===== src/hw/rtl/rtt_timeout_estimator_assert.svh =====
// Assertion macros for the estimator RTL.
// Both macros sample on the rising edge of clk and are disabled while rst_n is low.
`ifndef RTT_TIMEOUT_ESTIMATOR_ASSERT_SVH
`define RTT_TIMEOUT_ESTIMATOR_ASSERT_SVH

// The consequent must hold in the same cycle as the antecedent.
`define RTE_ASSERT_IMP(name, ante, cons, msg) \
  name: assert property (@(posedge clk) disable iff (!rst_n) (ante) |-> (cons)) \
    else $error(msg);

// The consequent must hold in the cycle after the antecedent.
`define RTE_ASSERT_NXT(name, ante, cons, msg) \
  name: assert property (@(posedge clk) disable iff (!rst_n) (ante) |=> (cons)) \
    else $error(msg);

`endif


===== src/hw/rtl/rte_pkg.sv =====
package rte_pkg;

  localparam int TIME_W  = 32;
  localparam int GAIN_W  = 17;
  localparam int FRAC_W  = GAIN_W - 1;
  localparam int MULT_W  = 16;
  localparam int KFRAC_W = 8;
  localparam int IDX_W   = 3;
  localparam int ACC_W   = TIME_W + 2;
  localparam int STEP_W  = $clog2(GAIN_W);
  localparam int SCALE_W = TIME_W + KFRAC_W;

  localparam logic [GAIN_W-1:0] GAIN_ONE  = {1'b1, {FRAC_W{1'b0}}};
  localparam logic [STEP_W-1:0] LAST_STEP = STEP_W'(GAIN_W - 1);

  localparam logic [GAIN_W-1:0] SMOOTH_GAIN_RST   = GAIN_W'(8192);
  localparam logic [GAIN_W-1:0] VARIANCE_GAIN_RST = GAIN_W'(16384);
  localparam logic [MULT_W-1:0] VARIANCE_MULT_RST = MULT_W'(1024);
  localparam logic [TIME_W-1:0] DEFAULT_TMO_RST   = TIME_W'(1000000);

  typedef enum logic [IDX_W-1:0] {
    CFG_SMOOTH_GAIN   = IDX_W'(0),
    CFG_VARIANCE_GAIN = IDX_W'(1),
    CFG_VARIANCE_MULT = IDX_W'(2),
    CFG_DEFAULT_TMO   = IDX_W'(3)
  } cfg_idx_t;

  typedef enum logic [2:0] {
    ST_IDLE,
    ST_VAR_RUN,
    ST_SRTT_RUN,
    ST_TMO_GO,
    ST_TMO_RUN,
    ST_SUM,
    ST_OUT
  } seq_state_t;

  // Gains are already clamped to one; k_upd marks a write of the multiplier.
  typedef struct packed {
    logic [GAIN_W-1:0] smooth_gain;
    logic [GAIN_W-1:0] variance_gain;
    logic [MULT_W-1:0] variance_multiplier;
    logic [TIME_W-1:0] idle_tmo;
    logic              k_upd;
  } cfg_regs_t;

  typedef struct packed {
    logic              start;
    logic [TIME_W-1:0] x;
    logic [TIME_W-1:0] y;
    logic [GAIN_W-1:0] wx;
    logic [GAIN_W-1:0] wy;
  } mac_req_t;

  typedef struct packed {
    logic              busy;
    logic              done;
    logic [ACC_W-1:0]  hi;
    logic [FRAC_W-1:0] lo;
  } mac_rsp_t;

endpackage


===== src/hw/rtl/rte_if.sv =====
interface rte_in_if import rte_pkg::*; ();
  logic              valid;
  logic              ready;
  logic              action;
  logic [TIME_W-1:0] rtt_ticks;

  modport source (output valid, output action, output rtt_ticks, input ready);
  modport sink (input valid, input action, input rtt_ticks, output ready);
endinterface

interface rte_out_if import rte_pkg::*; ();
  logic              valid;
  logic              ready;
  logic [TIME_W-1:0] timeout_ticks;
  logic [TIME_W-1:0] smoothed_rtt;
  logic [TIME_W-1:0] rtt_variation;
  logic              estimate_valid;

  modport source (output valid, output timeout_ticks, output smoothed_rtt,
                  output rtt_variation, output estimate_valid, input ready);
  modport sink (input valid, input timeout_ticks, input smoothed_rtt,
                input rtt_variation, input estimate_valid, output ready);
endinterface

interface rte_cfg_if import rte_pkg::*; ();
  logic              valid;
  logic              ready;
  logic [IDX_W-1:0]  index;
  logic [TIME_W-1:0] data;

  modport source (output valid, output index, output data, input ready);
  modport sink (input valid, input index, input data, output ready);
endinterface


===== src/hw/rtl/rtt_timeout_estimator.sv =====
// Channel   Direction  Payload                                              Role
// in_item   sink       action, rtt_ticks                                    query or RTT sample
// out_item  source     timeout_ticks, smoothed_rtt, rtt_variation,          one word per item
//                      estimate_valid
// cfg_wr    sink       index, data                                          register writes
//
// An RTT sample word with an estimate present makes three passes of the shared
// multiply-accumulate unit before the next word is accepted; the first sample makes one.
// A query passes straight to the output while the cached timeout is current or no estimate
// exists; after a write of the variance multiplier the scaled-variance product is formed again.
// Reset (rst_n low, synchronous) clears the estimate and loads the register defaults.
// The input takes a new word while the previous result still waits in the output register.
`include "rtt_timeout_estimator_assert.svh"

module rtt_timeout_estimator import rte_pkg::*; (
  input  logic      clk,
  input  logic      rst_n,
  rte_in_if.sink    in_item,
  rte_out_if.source out_item,
  rte_cfg_if.sink   cfg_wr
);

  // The estimator runs one word at a time through a small sequencer. Every
  // product goes through rte_mac, which consumes one bit of its weights per
  // cycle, so its datapath is a 34-bit three-input adder regardless of weight width.
  //
  // For a sample word with an estimate already present the order is:
  //   1. variation blend, using the deviation from the old smoothed RTT,
  //   2. smoothed RTT blend, from the old smoothed RTT and the latched sample,
  //   3. k * variation, scaled down by the eight fraction bits of k,
  //   4. saturating add of the smoothed RTT, stored as the cached timeout.
  // The first sample loads the estimates directly and skips to step 3.

  seq_state_t        state_r, state_nxt;
  logic              have_r, have_nxt;
  logic              fresh_r, fresh_nxt;
  logic [TIME_W-1:0] srtt_r, srtt_nxt;
  logic [TIME_W-1:0] var_r, var_nxt;
  logic [TIME_W-1:0] sample_r, sample_nxt;
  logic [SCALE_W-1:0] scaled_r, scaled_nxt;
  logic [TIME_W-1:0] tmo_r, tmo_nxt;

  logic              out_valid_r, out_valid_nxt;
  logic [TIME_W-1:0] out_tmo_r, out_srtt_r, out_var_r;
  logic              out_est_r;

  cfg_regs_t         cfg;
  mac_req_t          mac_req;
  mac_rsp_t          mac_rsp;

  logic              in_acc;
  logic              out_load;
  logic [TIME_W-1:0] dev;
  logic [SCALE_W:0]  tmo_sum;
  logic              tmo_ovf;

  rte_cfg u_cfg (
    .clk    (clk),
    .rst_n  (rst_n),
    .cfg_wr (cfg_wr),
    .regs   (cfg)
  );

  rte_mac u_mac (
    .clk   (clk),
    .rst_n (rst_n),
    .req   (mac_req),
    .rsp   (mac_rsp)
  );

  assign in_acc = in_item.valid && in_item.ready;

  // Absolute deviation of the new sample from the current smoothed RTT.
  assign dev = (srtt_r >= in_item.rtt_ticks) ? (srtt_r - in_item.rtt_ticks)
                                             : (in_item.rtt_ticks - srtt_r);

  // The timeout saturates at the top of the time range.
  assign tmo_sum = {1'b0, SCALE_W'(srtt_r)} + {1'b0, scaled_r};
  assign tmo_ovf = |tmo_sum[SCALE_W:TIME_W];

  // Next-state logic.
  always_comb begin
    state_nxt = state_r;
    case (state_r)
      ST_IDLE: begin
        if (in_acc) begin
          if (in_item.action) begin
            state_nxt = have_r ? ST_VAR_RUN : ST_TMO_GO;
          end else if (have_r && !fresh_r) begin
            state_nxt = ST_TMO_GO;
          end else begin
            state_nxt = ST_OUT;
          end
        end
      end
      ST_VAR_RUN:  if (mac_rsp.done) state_nxt = ST_SRTT_RUN;
      ST_SRTT_RUN: if (mac_rsp.done) state_nxt = ST_TMO_GO;
      ST_TMO_GO:   state_nxt = ST_TMO_RUN;
      ST_TMO_RUN:  if (mac_rsp.done) state_nxt = ST_SUM;
      ST_SUM:      state_nxt = ST_OUT;
      ST_OUT:      if (out_load) state_nxt = ST_IDLE;
      default:     state_nxt = ST_IDLE;
    endcase
  end

  // Control outputs: input ready, multiply requests and the output load.
  always_comb begin
    in_item.ready = 1'b0;
    out_load      = 1'b0;
    mac_req.start = 1'b0;
    mac_req.x     = var_r;
    mac_req.y     = '0;
    mac_req.wx    = '0;
    mac_req.wy    = '0;
    case (state_r)
      ST_IDLE: begin
        in_item.ready = 1'b1;
        mac_req.start = in_acc && in_item.action && have_r;
        mac_req.x     = var_r;
        mac_req.y     = dev;
        mac_req.wx    = GAIN_ONE - cfg.variance_gain;
        mac_req.wy    = cfg.variance_gain;
      end
      ST_VAR_RUN: begin
        mac_req.start = mac_rsp.done;
        mac_req.x     = srtt_r;
        mac_req.y     = sample_r;
        mac_req.wx    = GAIN_ONE - cfg.smooth_gain;
        mac_req.wy    = cfg.smooth_gain;
      end
      ST_TMO_GO: begin
        mac_req.start = 1'b1;
        mac_req.x     = var_r;
        mac_req.wx    = GAIN_W'(cfg.variance_multiplier);
      end
      ST_OUT: begin
        out_load = !out_valid_r || out_item.ready;
      end
      default: ;
    endcase
  end

  // Estimator state and intermediate results.
  always_comb begin
    have_nxt   = have_r;
    fresh_nxt  = fresh_r;
    srtt_nxt   = srtt_r;
    var_nxt    = var_r;
    sample_nxt = sample_r;
    scaled_nxt = scaled_r;
    tmo_nxt    = tmo_r;
    case (state_r)
      ST_IDLE: begin
        if (in_acc && in_item.action) begin
          sample_nxt = in_item.rtt_ticks;
          fresh_nxt  = 1'b0;
          if (!have_r) begin
            srtt_nxt = in_item.rtt_ticks;
            var_nxt  = in_item.rtt_ticks >> 1;
            have_nxt = 1'b1;
          end
        end
      end
      ST_VAR_RUN:  if (mac_rsp.done) var_nxt = mac_rsp.hi[TIME_W-1:0];
      ST_SRTT_RUN: if (mac_rsp.done) srtt_nxt = mac_rsp.hi[TIME_W-1:0];
      ST_TMO_RUN: begin
        // k is Q8.8, so the product keeps its top eight fraction bits.
        if (mac_rsp.done) begin
          scaled_nxt = {mac_rsp.hi[TIME_W-1:0], mac_rsp.lo[FRAC_W-1:KFRAC_W]};
        end
      end
      ST_SUM: begin
        tmo_nxt   = tmo_ovf ? '1 : tmo_sum[TIME_W-1:0];
        fresh_nxt = 1'b1;
      end
      default: ;
    endcase
    // A new multiplier invalidates the cached timeout.
    if (cfg.k_upd) begin
      fresh_nxt = 1'b0;
    end
  end

  assign out_valid_nxt = out_load || (out_valid_r && !out_item.ready);

  always_ff @(posedge clk) begin
    if (!rst_n) begin
      state_r     <= ST_IDLE;
      have_r      <= 1'b0;
      fresh_r     <= 1'b0;
      srtt_r      <= '0;
      var_r       <= '0;
      out_valid_r <= 1'b0;
    end else begin
      state_r     <= state_nxt;
      have_r      <= have_nxt;
      fresh_r     <= fresh_nxt;
      srtt_r      <= srtt_nxt;
      var_r       <= var_nxt;
      out_valid_r <= out_valid_nxt;
    end
  end

  always_ff @(posedge clk) begin
    sample_r <= sample_nxt;
    scaled_r <= scaled_nxt;
    tmo_r    <= tmo_nxt;
    if (out_load) begin
      // Before the first sample the default timeout is reported and the
      // estimates read as zero.
      out_tmo_r  <= have_r ? tmo_r : cfg.idle_tmo;
      out_srtt_r <= have_r ? srtt_r : '0;
      out_var_r  <= have_r ? var_r : '0;
      out_est_r  <= have_r;
    end
  end

  assign out_item.valid          = out_valid_r;
  assign out_item.timeout_ticks  = out_tmo_r;
  assign out_item.smoothed_rtt   = out_srtt_r;
  assign out_item.rtt_variation  = out_var_r;
  assign out_item.estimate_valid = out_est_r;

  `RTE_ASSERT_IMP(a_mac_start_idle, mac_req.start, !mac_rsp.busy, "multiply started while busy")
  `RTE_ASSERT_IMP(a_mac_busy_state, mac_rsp.busy || mac_rsp.done, state_r == ST_VAR_RUN || state_r == ST_SRTT_RUN || state_r == ST_TMO_RUN, "multiply active outside a run state")
  `RTE_ASSERT_NXT(a_sample_sets_have, in_acc && in_item.action, have_r, "sample did not mark the estimate valid")
  `RTE_ASSERT_IMP(a_fresh_needs_have, fresh_r, have_r, "cached timeout without an estimate")
  `RTE_ASSERT_IMP(a_invalid_zero, out_valid_r && !out_est_r, out_srtt_r == '0 && out_var_r == '0, "estimates not zero before first sample")

endmodule


===== src/hw/rtl/rte_cfg.sv =====
module rte_cfg import rte_pkg::*; (
  input  logic       clk,
  input  logic       rst_n,
  rte_cfg_if.sink    cfg_wr,
  output cfg_regs_t  regs
);

  logic [GAIN_W-1:0] smooth_r, smooth_nxt;
  logic [GAIN_W-1:0] vgain_r, vgain_nxt;
  logic [MULT_W-1:0] vmult_r, vmult_nxt;
  logic [TIME_W-1:0] dflt_r, dflt_nxt;
  logic              wr_en;
  logic              k_wr;

  assign cfg_wr.ready = 1'b1;
  assign wr_en = cfg_wr.valid;

  always_comb begin
    smooth_nxt = smooth_r;
    vgain_nxt  = vgain_r;
    vmult_nxt  = vmult_r;
    dflt_nxt   = dflt_r;
    k_wr       = 1'b0;
    if (wr_en) begin
      case (cfg_idx_t'(cfg_wr.index))
        CFG_SMOOTH_GAIN:   smooth_nxt = cfg_wr.data[GAIN_W-1:0];
        CFG_VARIANCE_GAIN: vgain_nxt  = cfg_wr.data[GAIN_W-1:0];
        CFG_VARIANCE_MULT: begin
          vmult_nxt = cfg_wr.data[MULT_W-1:0];
          k_wr      = 1'b1;
        end
        CFG_DEFAULT_TMO:   dflt_nxt   = cfg_wr.data;
        default:           ;
      endcase
    end
  end

  always_ff @(posedge clk) begin
    if (!rst_n) begin
      smooth_r <= SMOOTH_GAIN_RST;
      vgain_r  <= VARIANCE_GAIN_RST;
      vmult_r  <= VARIANCE_MULT_RST;
      dflt_r   <= DEFAULT_TMO_RST;
    end else begin
      smooth_r <= smooth_nxt;
      vgain_r  <= vgain_nxt;
      vmult_r  <= vmult_nxt;
      dflt_r   <= dflt_nxt;
    end
  end

  // A gain above one behaves as exactly one.
  always_comb begin
    regs.smooth_gain         = (smooth_r > GAIN_ONE) ? GAIN_ONE : smooth_r;
    regs.variance_gain       = (vgain_r > GAIN_ONE) ? GAIN_ONE : vgain_r;
    regs.variance_multiplier = vmult_r;
    regs.idle_tmo            = dflt_r;
    regs.k_upd               = k_wr;
  end

endmodule


===== src/hw/rtl/rte_mac.sv =====
module rte_mac import rte_pkg::*; (
  input  logic     clk,
  input  logic     rst_n,
  input  mac_req_t req,
  output mac_rsp_t rsp
);

  // Serial-parallel multiply-accumulate: one bit of each weight per cycle,
  // LSB first. The low product bits shift out into lo_r; after the final
  // step hi_r holds floor((wx * x + wy * y) / 2^FRAC_W).

  logic              busy_r, busy_nxt;
  logic              done_r, done_nxt;
  logic [STEP_W-1:0] step_r, step_nxt;
  logic [TIME_W-1:0] x_r, x_nxt;
  logic [TIME_W-1:0] y_r, y_nxt;
  logic [GAIN_W-1:0] wx_r, wx_nxt;
  logic [GAIN_W-1:0] wy_r, wy_nxt;
  logic [ACC_W-1:0]  hi_r, hi_nxt;
  logic [FRAC_W-1:0] lo_r, lo_nxt;
  logic [ACC_W-1:0]  pp;
  logic [ACC_W-1:0]  sum;

  assign pp  = (wx_r[0] ? ACC_W'(x_r) : '0) + (wy_r[0] ? ACC_W'(y_r) : '0);
  assign sum = hi_r + pp;

  always_comb begin
    busy_nxt = busy_r;
    done_nxt = 1'b0;
    step_nxt = step_r;
    x_nxt    = x_r;
    y_nxt    = y_r;
    wx_nxt   = wx_r;
    wy_nxt   = wy_r;
    hi_nxt   = hi_r;
    lo_nxt   = lo_r;
    if (req.start) begin
      busy_nxt = 1'b1;
      step_nxt = '0;
      x_nxt    = req.x;
      y_nxt    = req.y;
      wx_nxt   = req.wx;
      wy_nxt   = req.wy;
      hi_nxt   = '0;
      lo_nxt   = '0;
    end else if (busy_r) begin
      wx_nxt = wx_r >> 1;
      wy_nxt = wy_r >> 1;
      if (step_r == LAST_STEP) begin
        // The top weight bit carries 2^FRAC_W, so no shift on the last step.
        hi_nxt   = sum;
        busy_nxt = 1'b0;
        done_nxt = 1'b1;
      end else begin
        hi_nxt   = sum >> 1;
        lo_nxt   = {sum[0], lo_r[FRAC_W-1:1]};
        step_nxt = step_r + 1'b1;
      end
    end
  end

  always_ff @(posedge clk) begin
    if (!rst_n) begin
      busy_r <= 1'b0;
      done_r <= 1'b0;
    end else begin
      busy_r <= busy_nxt;
      done_r <= done_nxt;
    end
  end

  always_ff @(posedge clk) begin
    step_r <= step_nxt;
    x_r    <= x_nxt;
    y_r    <= y_nxt;
    wx_r   <= wx_nxt;
    wy_r   <= wy_nxt;
    hi_r   <= hi_nxt;
    lo_r   <= lo_nxt;
  end

  always_comb begin
    rsp.busy = busy_r;
    rsp.done = done_r;
    rsp.hi   = hi_r;
    rsp.lo   = lo_r;
  end

endmodule


===== src/flat_wrapper.sv =====
// flat-port wrapper written by rule: the top's interface ports become plain ports
module rtt_timeout_estimator_flat import rte_pkg::*;
  (clk, rst_n, in_item_valid, in_item_action, in_item_rtt_ticks, in_item_ready, out_item_valid, out_item_timeout_ticks, out_item_smoothed_rtt, out_item_rtt_variation, out_item_estimate_valid, out_item_ready, cfg_wr_valid, cfg_wr_index, cfg_wr_data, cfg_wr_ready);
  rte_in_if in_item_i ();
  rte_out_if out_item_i ();
  rte_cfg_if cfg_wr_i ();
  input  logic clk;
  input  logic rst_n;
  input wire logic [$bits(in_item_i.valid)-1:0] in_item_valid;
  input wire logic [$bits(in_item_i.action)-1:0] in_item_action;
  input wire logic [$bits(in_item_i.rtt_ticks)-1:0] in_item_rtt_ticks;
  output wire logic [$bits(in_item_i.ready)-1:0] in_item_ready;
  output wire logic [$bits(out_item_i.valid)-1:0] out_item_valid;
  output wire logic [$bits(out_item_i.timeout_ticks)-1:0] out_item_timeout_ticks;
  output wire logic [$bits(out_item_i.smoothed_rtt)-1:0] out_item_smoothed_rtt;
  output wire logic [$bits(out_item_i.rtt_variation)-1:0] out_item_rtt_variation;
  output wire logic [$bits(out_item_i.estimate_valid)-1:0] out_item_estimate_valid;
  input wire logic [$bits(out_item_i.ready)-1:0] out_item_ready;
  input wire logic [$bits(cfg_wr_i.valid)-1:0] cfg_wr_valid;
  input wire logic [$bits(cfg_wr_i.index)-1:0] cfg_wr_index;
  input wire logic [$bits(cfg_wr_i.data)-1:0] cfg_wr_data;
  output wire logic [$bits(cfg_wr_i.ready)-1:0] cfg_wr_ready;
  assign in_item_i.valid = in_item_valid;
  assign in_item_i.action = in_item_action;
  assign in_item_i.rtt_ticks = in_item_rtt_ticks;
  assign in_item_ready = in_item_i.ready;
  assign out_item_valid = out_item_i.valid;
  assign out_item_timeout_ticks = out_item_i.timeout_ticks;
  assign out_item_smoothed_rtt = out_item_i.smoothed_rtt;
  assign out_item_rtt_variation = out_item_i.rtt_variation;
  assign out_item_estimate_valid = out_item_i.estimate_valid;
  assign out_item_i.ready = out_item_ready;
  assign cfg_wr_i.valid = cfg_wr_valid;
  assign cfg_wr_i.index = cfg_wr_index;
  assign cfg_wr_i.data = cfg_wr_data;
  assign cfg_wr_ready = cfg_wr_i.ready;
  rtt_timeout_estimator u_core (.clk(clk), .rst_n(rst_n), .in_item(in_item_i), .out_item(out_item_i), .cfg_wr(cfg_wr_i));
endmodule

===== config.mk =====
export PLATFORM = sky130hd
export DESIGN_NAME = rtt_timeout_estimator_flat
export DESIGN_NICKNAME = d
export VERILOG_FILES = /design/src/hw/rtl/rte_pkg.sv /design/src/hw/rtl/rte_if.sv /design/src/hw/rtl/rtt_timeout_estimator.sv /design/src/hw/rtl/rte_cfg.sv /design/src/hw/rtl/rte_mac.sv /design/src/flat_wrapper.sv
export VERILOG_INCLUDE_DIRS = /design/src /design/src/hw/rtl
export SDC_FILE = /design/constraint.sdc
export NUM_CORES = 1
export LEC_CHECK = 0
export ABC_CLOCK_PERIOD_IN_PS = 19700
export BUFFER_PORTS_ARGS = -buffer_cell sky130_fd_sc_hd__buf_4
export CAP_MARGIN = 10
export CORE_ASPECT_RATIO = 0.7
export CORE_MARGIN = 10
export CORE_UTILIZATION = 60
export CTS_BUF_LIST = sky130_fd_sc_hd__clkbuf_4 sky130_fd_sc_hd__clkbuf_8
export CTS_CLUSTER_DIAMETER = 100
export DETAILED_ROUTE_END_ITERATION = 16
export PLACE_DENSITY = 0.79
export SLEW_MARGIN = 20
export SYNTH_ARGS = -nofsm -noshare
export SYNTH_HDL_FRONTEND = slang
export SYNTH_HIERARCHICAL = 1
export SYNTH_SLANG_ARGS = --single-unit

===== constraint.sdc =====
create_clock -name clk -period 19.7 [get_ports clk]
set_input_delay 3.94 -clock clk [delete_from_list [all_inputs] [get_ports clk]]
set_output_delay 3.94 -clock clk [all_outputs]
set_load 0.05 [all_outputs]

After elaboration in Yosys (flattened, before gate mapping)
Cells that the tools add are included.
{ "op_classes": {"n_addsub": 8, "n_lt_le_gt_ge": 3, "n_eq_ne": 17, "mux": 41, "n_bitwise": 3, "reduce_logical": 30} }
{ "ops": {"columns": ["operator", "n"], "rows": [
  ["32-bit 2-to-1 mux", 9],
  ["32-bit one-hot mux with 2 select lines", 3],
  ["17-bit 2-to-1 mux", 6],
  ["33-bit one-hot mux with 3 select lines", 1],
  ["32-bit subtractor", 2],
  ["17-bit one-hot mux with 3 select lines", 1],
  ["32-bit by 40-bit adder with 41-bit output", 1],
  ["34-bit by 32-bit adder with 34-bit output", 1],
  ["34-bit adder", 1],
  ["17-bit greater-than comparator, second input constant", 2],
  ["34-bit 2-to-1 mux", 1],
  ["17-bit one-hot mux with 2 select lines", 1],
  ["17-bit subtractor, first input constant", 2],
  ["32-bit >= comparator", 1],
  ["3-bit 2-to-1 mux", 7],
  ["3-bit one-hot mux with 7 select lines", 1],
  ["2-bit AND reduction", 8],
  ["3-bit by 2-bit equality test with 1-bit output, second input constant", 4],
  ["3-bit equality test, second input constant", 3],
  ["1-bit 2-to-1 mux", 9],
  ["9-bit OR reduction", 1],
  ["2-bit inequality test, second input constant", 4],
  ["4-bit AND reduction", 2],
  ["2-bit nonzero test", 4],
  ["14 further kinds", 27]
]} }
{ "totals": {"ff_bits": 508, "inputBits": 73, "out_inout_bits": 100} }

Logic depth before layout (Yosys ltp)
{ "depth": {"ltp_word": 7, "depth_mapped": 15, "depth_no_buf": 13} }

Hierarchy
Netlist, hierarchy kept.
{ "by_module_without_submodules": {"columns": ["module", "instances", "cells_per_inst", "area_per_inst_um2", "seq_area_each_um2"], "rows": [
  ["rtt_timeout_estimator", 1, 1877, 17857.1, 7437.1],
  ["rte_mac", 1, 791, 8603.3, 4083.9],
  ["rte_cfg", 1, 411, 3374.5, 1641.6]
]} }

Least setup slack after synthesis
Ideal clock, no wire load.
{ "synth_timing": {"kind": "input to register", "start": "input port in_item_valid", "end": "register u_core.u_mac.wx_r[0] (enable)", "arrival_time_ns": 8.494, "required_time_ns": 19.324, "setup_slack_ns": 10.830, "stages": 5, "path_cell_list": "nand3_1 > o32ai_1 > clkbuf_1 > clkbuf_1 > or2_2"} }
{ "synth_lines": {"columns": ["item", "line_no", "rtl"], "rows": [
  ["from (decl)", "flat_wrapper.sv:9", "input wire logic [$bits(in_item_i.valid)-1:0] in_item_valid;"],
  ["to (signal assigned)", "rte_mac.sv:76", "wx_r <= wx_nxt;"],
  ["to (decl)", "rte_mac.sv:17", "logic [GAIN_W-1:0] wx_r, wx_nxt;"]
]} }

Worst setup path in the final report
{ "layout_timing": {"start": "register u_core.state_r[2]", "end": "output port in_item_ready"} }
{ "layout_between": {"elab_chain_len": 2} }
{ "layout_lines": {"columns": ["item", "line_no", "rtl"], "rows": [
  ["from (decl)", "rtt_timeout_estimator.sv:34", "seq_state_t state_r, state_nxt;"],
  ["from (signal assigned)", "rtt_timeout_estimator.sv:195", "state_r <= state_nxt;"],
  ["3-bit zero test", "rtt_timeout_estimator.sv:115", "case (state_r)"],
  ["1-bit 2-to-1 mux", "rtt_timeout_estimator.sv:115", null],
  ["to (decl)", "flat_wrapper.sv:12", "output wire logic [$bits(in_item_i.ready)-1:0] in_item_ready;"]
]} }
Every way passes these cells.

==> qor.csv <==
stage,metric,value,unit
outcome,status,finished clean,
floorplan,Boundary Pins,173,
clocking,CTS resizes,0,
floorplan,die height,205.7,um
run,number of max-cap violations,0,
grt,initial antenna violation count,6,
route,vias per cell,6.664,
worst_hold_path,Min-Delay Path Class,reg -> reg,
clocking,Setup Buffers After CTS,0,
grt,GRT Total Usage,0.3466,
finish,layout cells sized above 1,0.1536,
pwr,Leak,13.04,nW
worst_hold_path,Hold EP,u_core/u_cfg/dflt_r[3]$_SDFFE_PN0P_,
worst_setup_path,crit-path max FO,34,
clocking,CTS Sinks,500,
sta,fin. max-slew vios,0,
worst_setup_path,data required time at the worst endpoint,15.76,ns
pwr,Peak VDD IR,0.08846,mV
worst_hold_path,origin of the worst min-delay path,u_core/u_cfg/dflt_r[3]$_SDFFE_PN0P_,
finish,Register Area,13010,um2
clocking,CTS hold repair buffers,0,
finish,Filler cells,3625,
worst_setup_path,R2R setup slack,14.06,ns
route,Via Count,25680,
floorplan,die area,58700,um2
worst_setup_path,crit start category,flop,
worst_setup_path,critical path type,reg -> out,
finish,Final Net Count,3371,
route,drt pass-1 iters,6,
synthesis,Mapped Cells,3046,
placed_design,detailed-placement wirelength estimate,77.95,mm
grt,vias in the first global route,24350,
worst_setup_path,reg2reg path depth,8,
sta,"Hold Vio Cnt, Final",0,
clocking,clock-pin slew on the worst setup and hold paths,0.07,ns
sta,Achievable Freq,0.1352,GHz
grt,largest net degree at the start of global routing,85,
grt,total global routing overflow,0,
worst_setup_path,worst endpoint data arrival time,3.45,ns
floorplan,DIE WIDTH,285.3,um
pwr,P per Cell Area,145.0,nW/um2
sta,setup TNS,0,ns
worst_setup_path,reg-to-reg endpoint,u_core/u_mac/wy_r[15]$_DFFE_PP_,
floorplan,number of cell rows,67,
sta,# setup viols final,0,
clocking,htree depth,3,
clocking,CTS Buf Count,77,
finish,multi-input logic area,15440,um2
finish,Area Overhead vs Synth,11.26,%
sta,Rel. slew slack,0.2454,
route,initial drt markers,3637,
sta,fin crit period,7.395,ns
clocking,clk root buf,clkbuf_8,
clocking,CTS Buffer Depth,3,
pwr,Final Power,4.770,mW
sta,Worst Tran Pin Value,1.131,ns
clocking,CTS tree,built,
placed_design,port bufs,171,
worst_setup_path,FF-to-FF Start,u_core/state_r[2]$_SDFFE_PN0P_,
grt,first-pass GRT wire length,154.4,mm
route,drt drc,0,
sta,unrepaired setup endpoints after global routing,no,
route,Routed Antenna Nets,0,
synthesis,"Cell Area, Synth",29570,um2
route,DR WL/cell,27.29,um
route,drt total wl,105.2,mm
floorplan,core region area,48290,um2
floorplan,Initial Utilization,0.6123,
sta,period utilisation layout,0.3754,
worst_setup_path,critical path endpoint category,primary output,
clocking,clk_lat worst skew,0.69,ns
synthesis,Syn Nets,3285,
synthesis,Ys Warns,6,
sta,Setup Skew,0.04374,ns
worst_hold_path,Hold Path Stages,2,
placed_design,global placement routability congestion,1.015,
synthesis,Syn Area/Cell,9.707,um2
-- state kept, by name (all words and copies together), names as in the netlist, 3 cells and up --
name / flops
u_core/u_mac/wy_r: 17
u_core/out_item.smoothed_rtt: 32
u_core/u_cfg/vgain_r: 17
u_core/u_cfg/dflt_r: 32
u_core/tmo_r: 32
u_core/u_mac/hi_r: 34
u_core/u_cfg/vmult_r: 16
u_core/scaled_r: 40
u_core/out_item.timeout_ticks: 32
u_core/u_mac/y_r: 32
u_core/u_cfg/smooth_r: 17
u_core/var_r: 32
u_core/u_mac/step_r: 5
u_core/state_r: 3
u_core/u_mac/x_r: 32
u_core/out_item.rtt_variation: 32
u_core/sample_r: 32
u_core/srtt_r: 32
u_core/u_mac/wx_r: 17
u_core/u_mac/lo_r: 8
-- metal layers --
metal | up-vias | routed length [um] | global-route usage
met3 | 209 | 16310 | 0.1500
met2 | 1834 | 40270 | 0.4534
met1 | 12430 | 45830 | 0.5062
li1 | 11210 | - | -
met4 | 2 | 2617 | 0.09285
met5 | - | 139 | 0.01747
-- how the worst max path moves through the flow --
stage | startpoint | end | depth (start not counted)
2_1_floorplan | in_item_valid | u_core/u_mac/wx_r[0]$_DFFE_PP_ | 5
3_3_place_gp | in_item_rtt_ticks[9] | u_core/u_mac/y_r[27]$_DFFE_PP_ | 13
3_5_place_dp | in_item_rtt_ticks[9] | u_core/u_mac/y_r[27]$_DFFE_PP_ | 13
4_1_cts | u_core/state_r[2]$_SDFFE_PN0P_ | in_item_ready | 4
5_1_grt | u_core/state_r[2]$_SDFFE_PN0P_ | in_item_ready | 4
6_report | u_core/state_r[2]$_SDFFE_PN0P_ | in_item_ready | 4
-- cell usage in the layout (no fill, tap or decap), drive strengths merged, types with 50 or more instances in the layout --
| master | n |
|---|---|
| mux2 | 66 |
| dfxtp | 201 |
| xnor2 | 60 |
| inv | 101 |
| a21o | 52 |
| edfxtp | 299 |
| a21oi | 174 |
| clkbuf | 114 |
| a21boi | 84 |
| and2 | 110 |
| buf | 201 |
| nor2 | 190 |
| o21ai | 160 |
| ha | 130 |
| o211a | 67 |
| mux2i | 50 |
| nand2 | 452 |
| nand3 | 75 |
| o211ai | 84 |
-- cell type report --
class / count / area share
flip-flops and latches: 500 / 0.3953
multi-input cells: 2251 / 0.4693
well taps: 655 / 0.02491
inverters: 101 / 0.01152
clock buffers: 114 / 0.04389
diodes: 3 / 0.0002282
repair buffers: 201 / 0.04648
clock inverters: 29 / 0.008291
-- worst max-delay path, stage by stage, from the launching register on --
cell and delay [ns]:
dfxtp_1 0.54, or2_2 0.70, nor2_1 0.89, buf_4 0.38
buf_4 0.24
-- per-stage QoR --
step	std cells	hold WS, ns	setup WS (ns)	instance area (um2)	utilization
after floorplan	3046	0.4081	10.83	29570	-
after global placement	3707	0.4136	12.18	31140	0.6448
after detailed placement	3707	0.4422	12.04	31140	0.6450
after CTS	3850	0.4576	12.39	32860	0.6805
after global routing	3853	0.4648	12.25	32890	0.6812
final	3854	0.4594	12.31	32900	0.6813
-- power breakdown --
part	internal, mW	switching (mW)
Clock	0.527	0.443
Combinational	0.790	1.46
Sequential	1.32	0.228
Note: power is estimated with default switching activity, not from simulation.
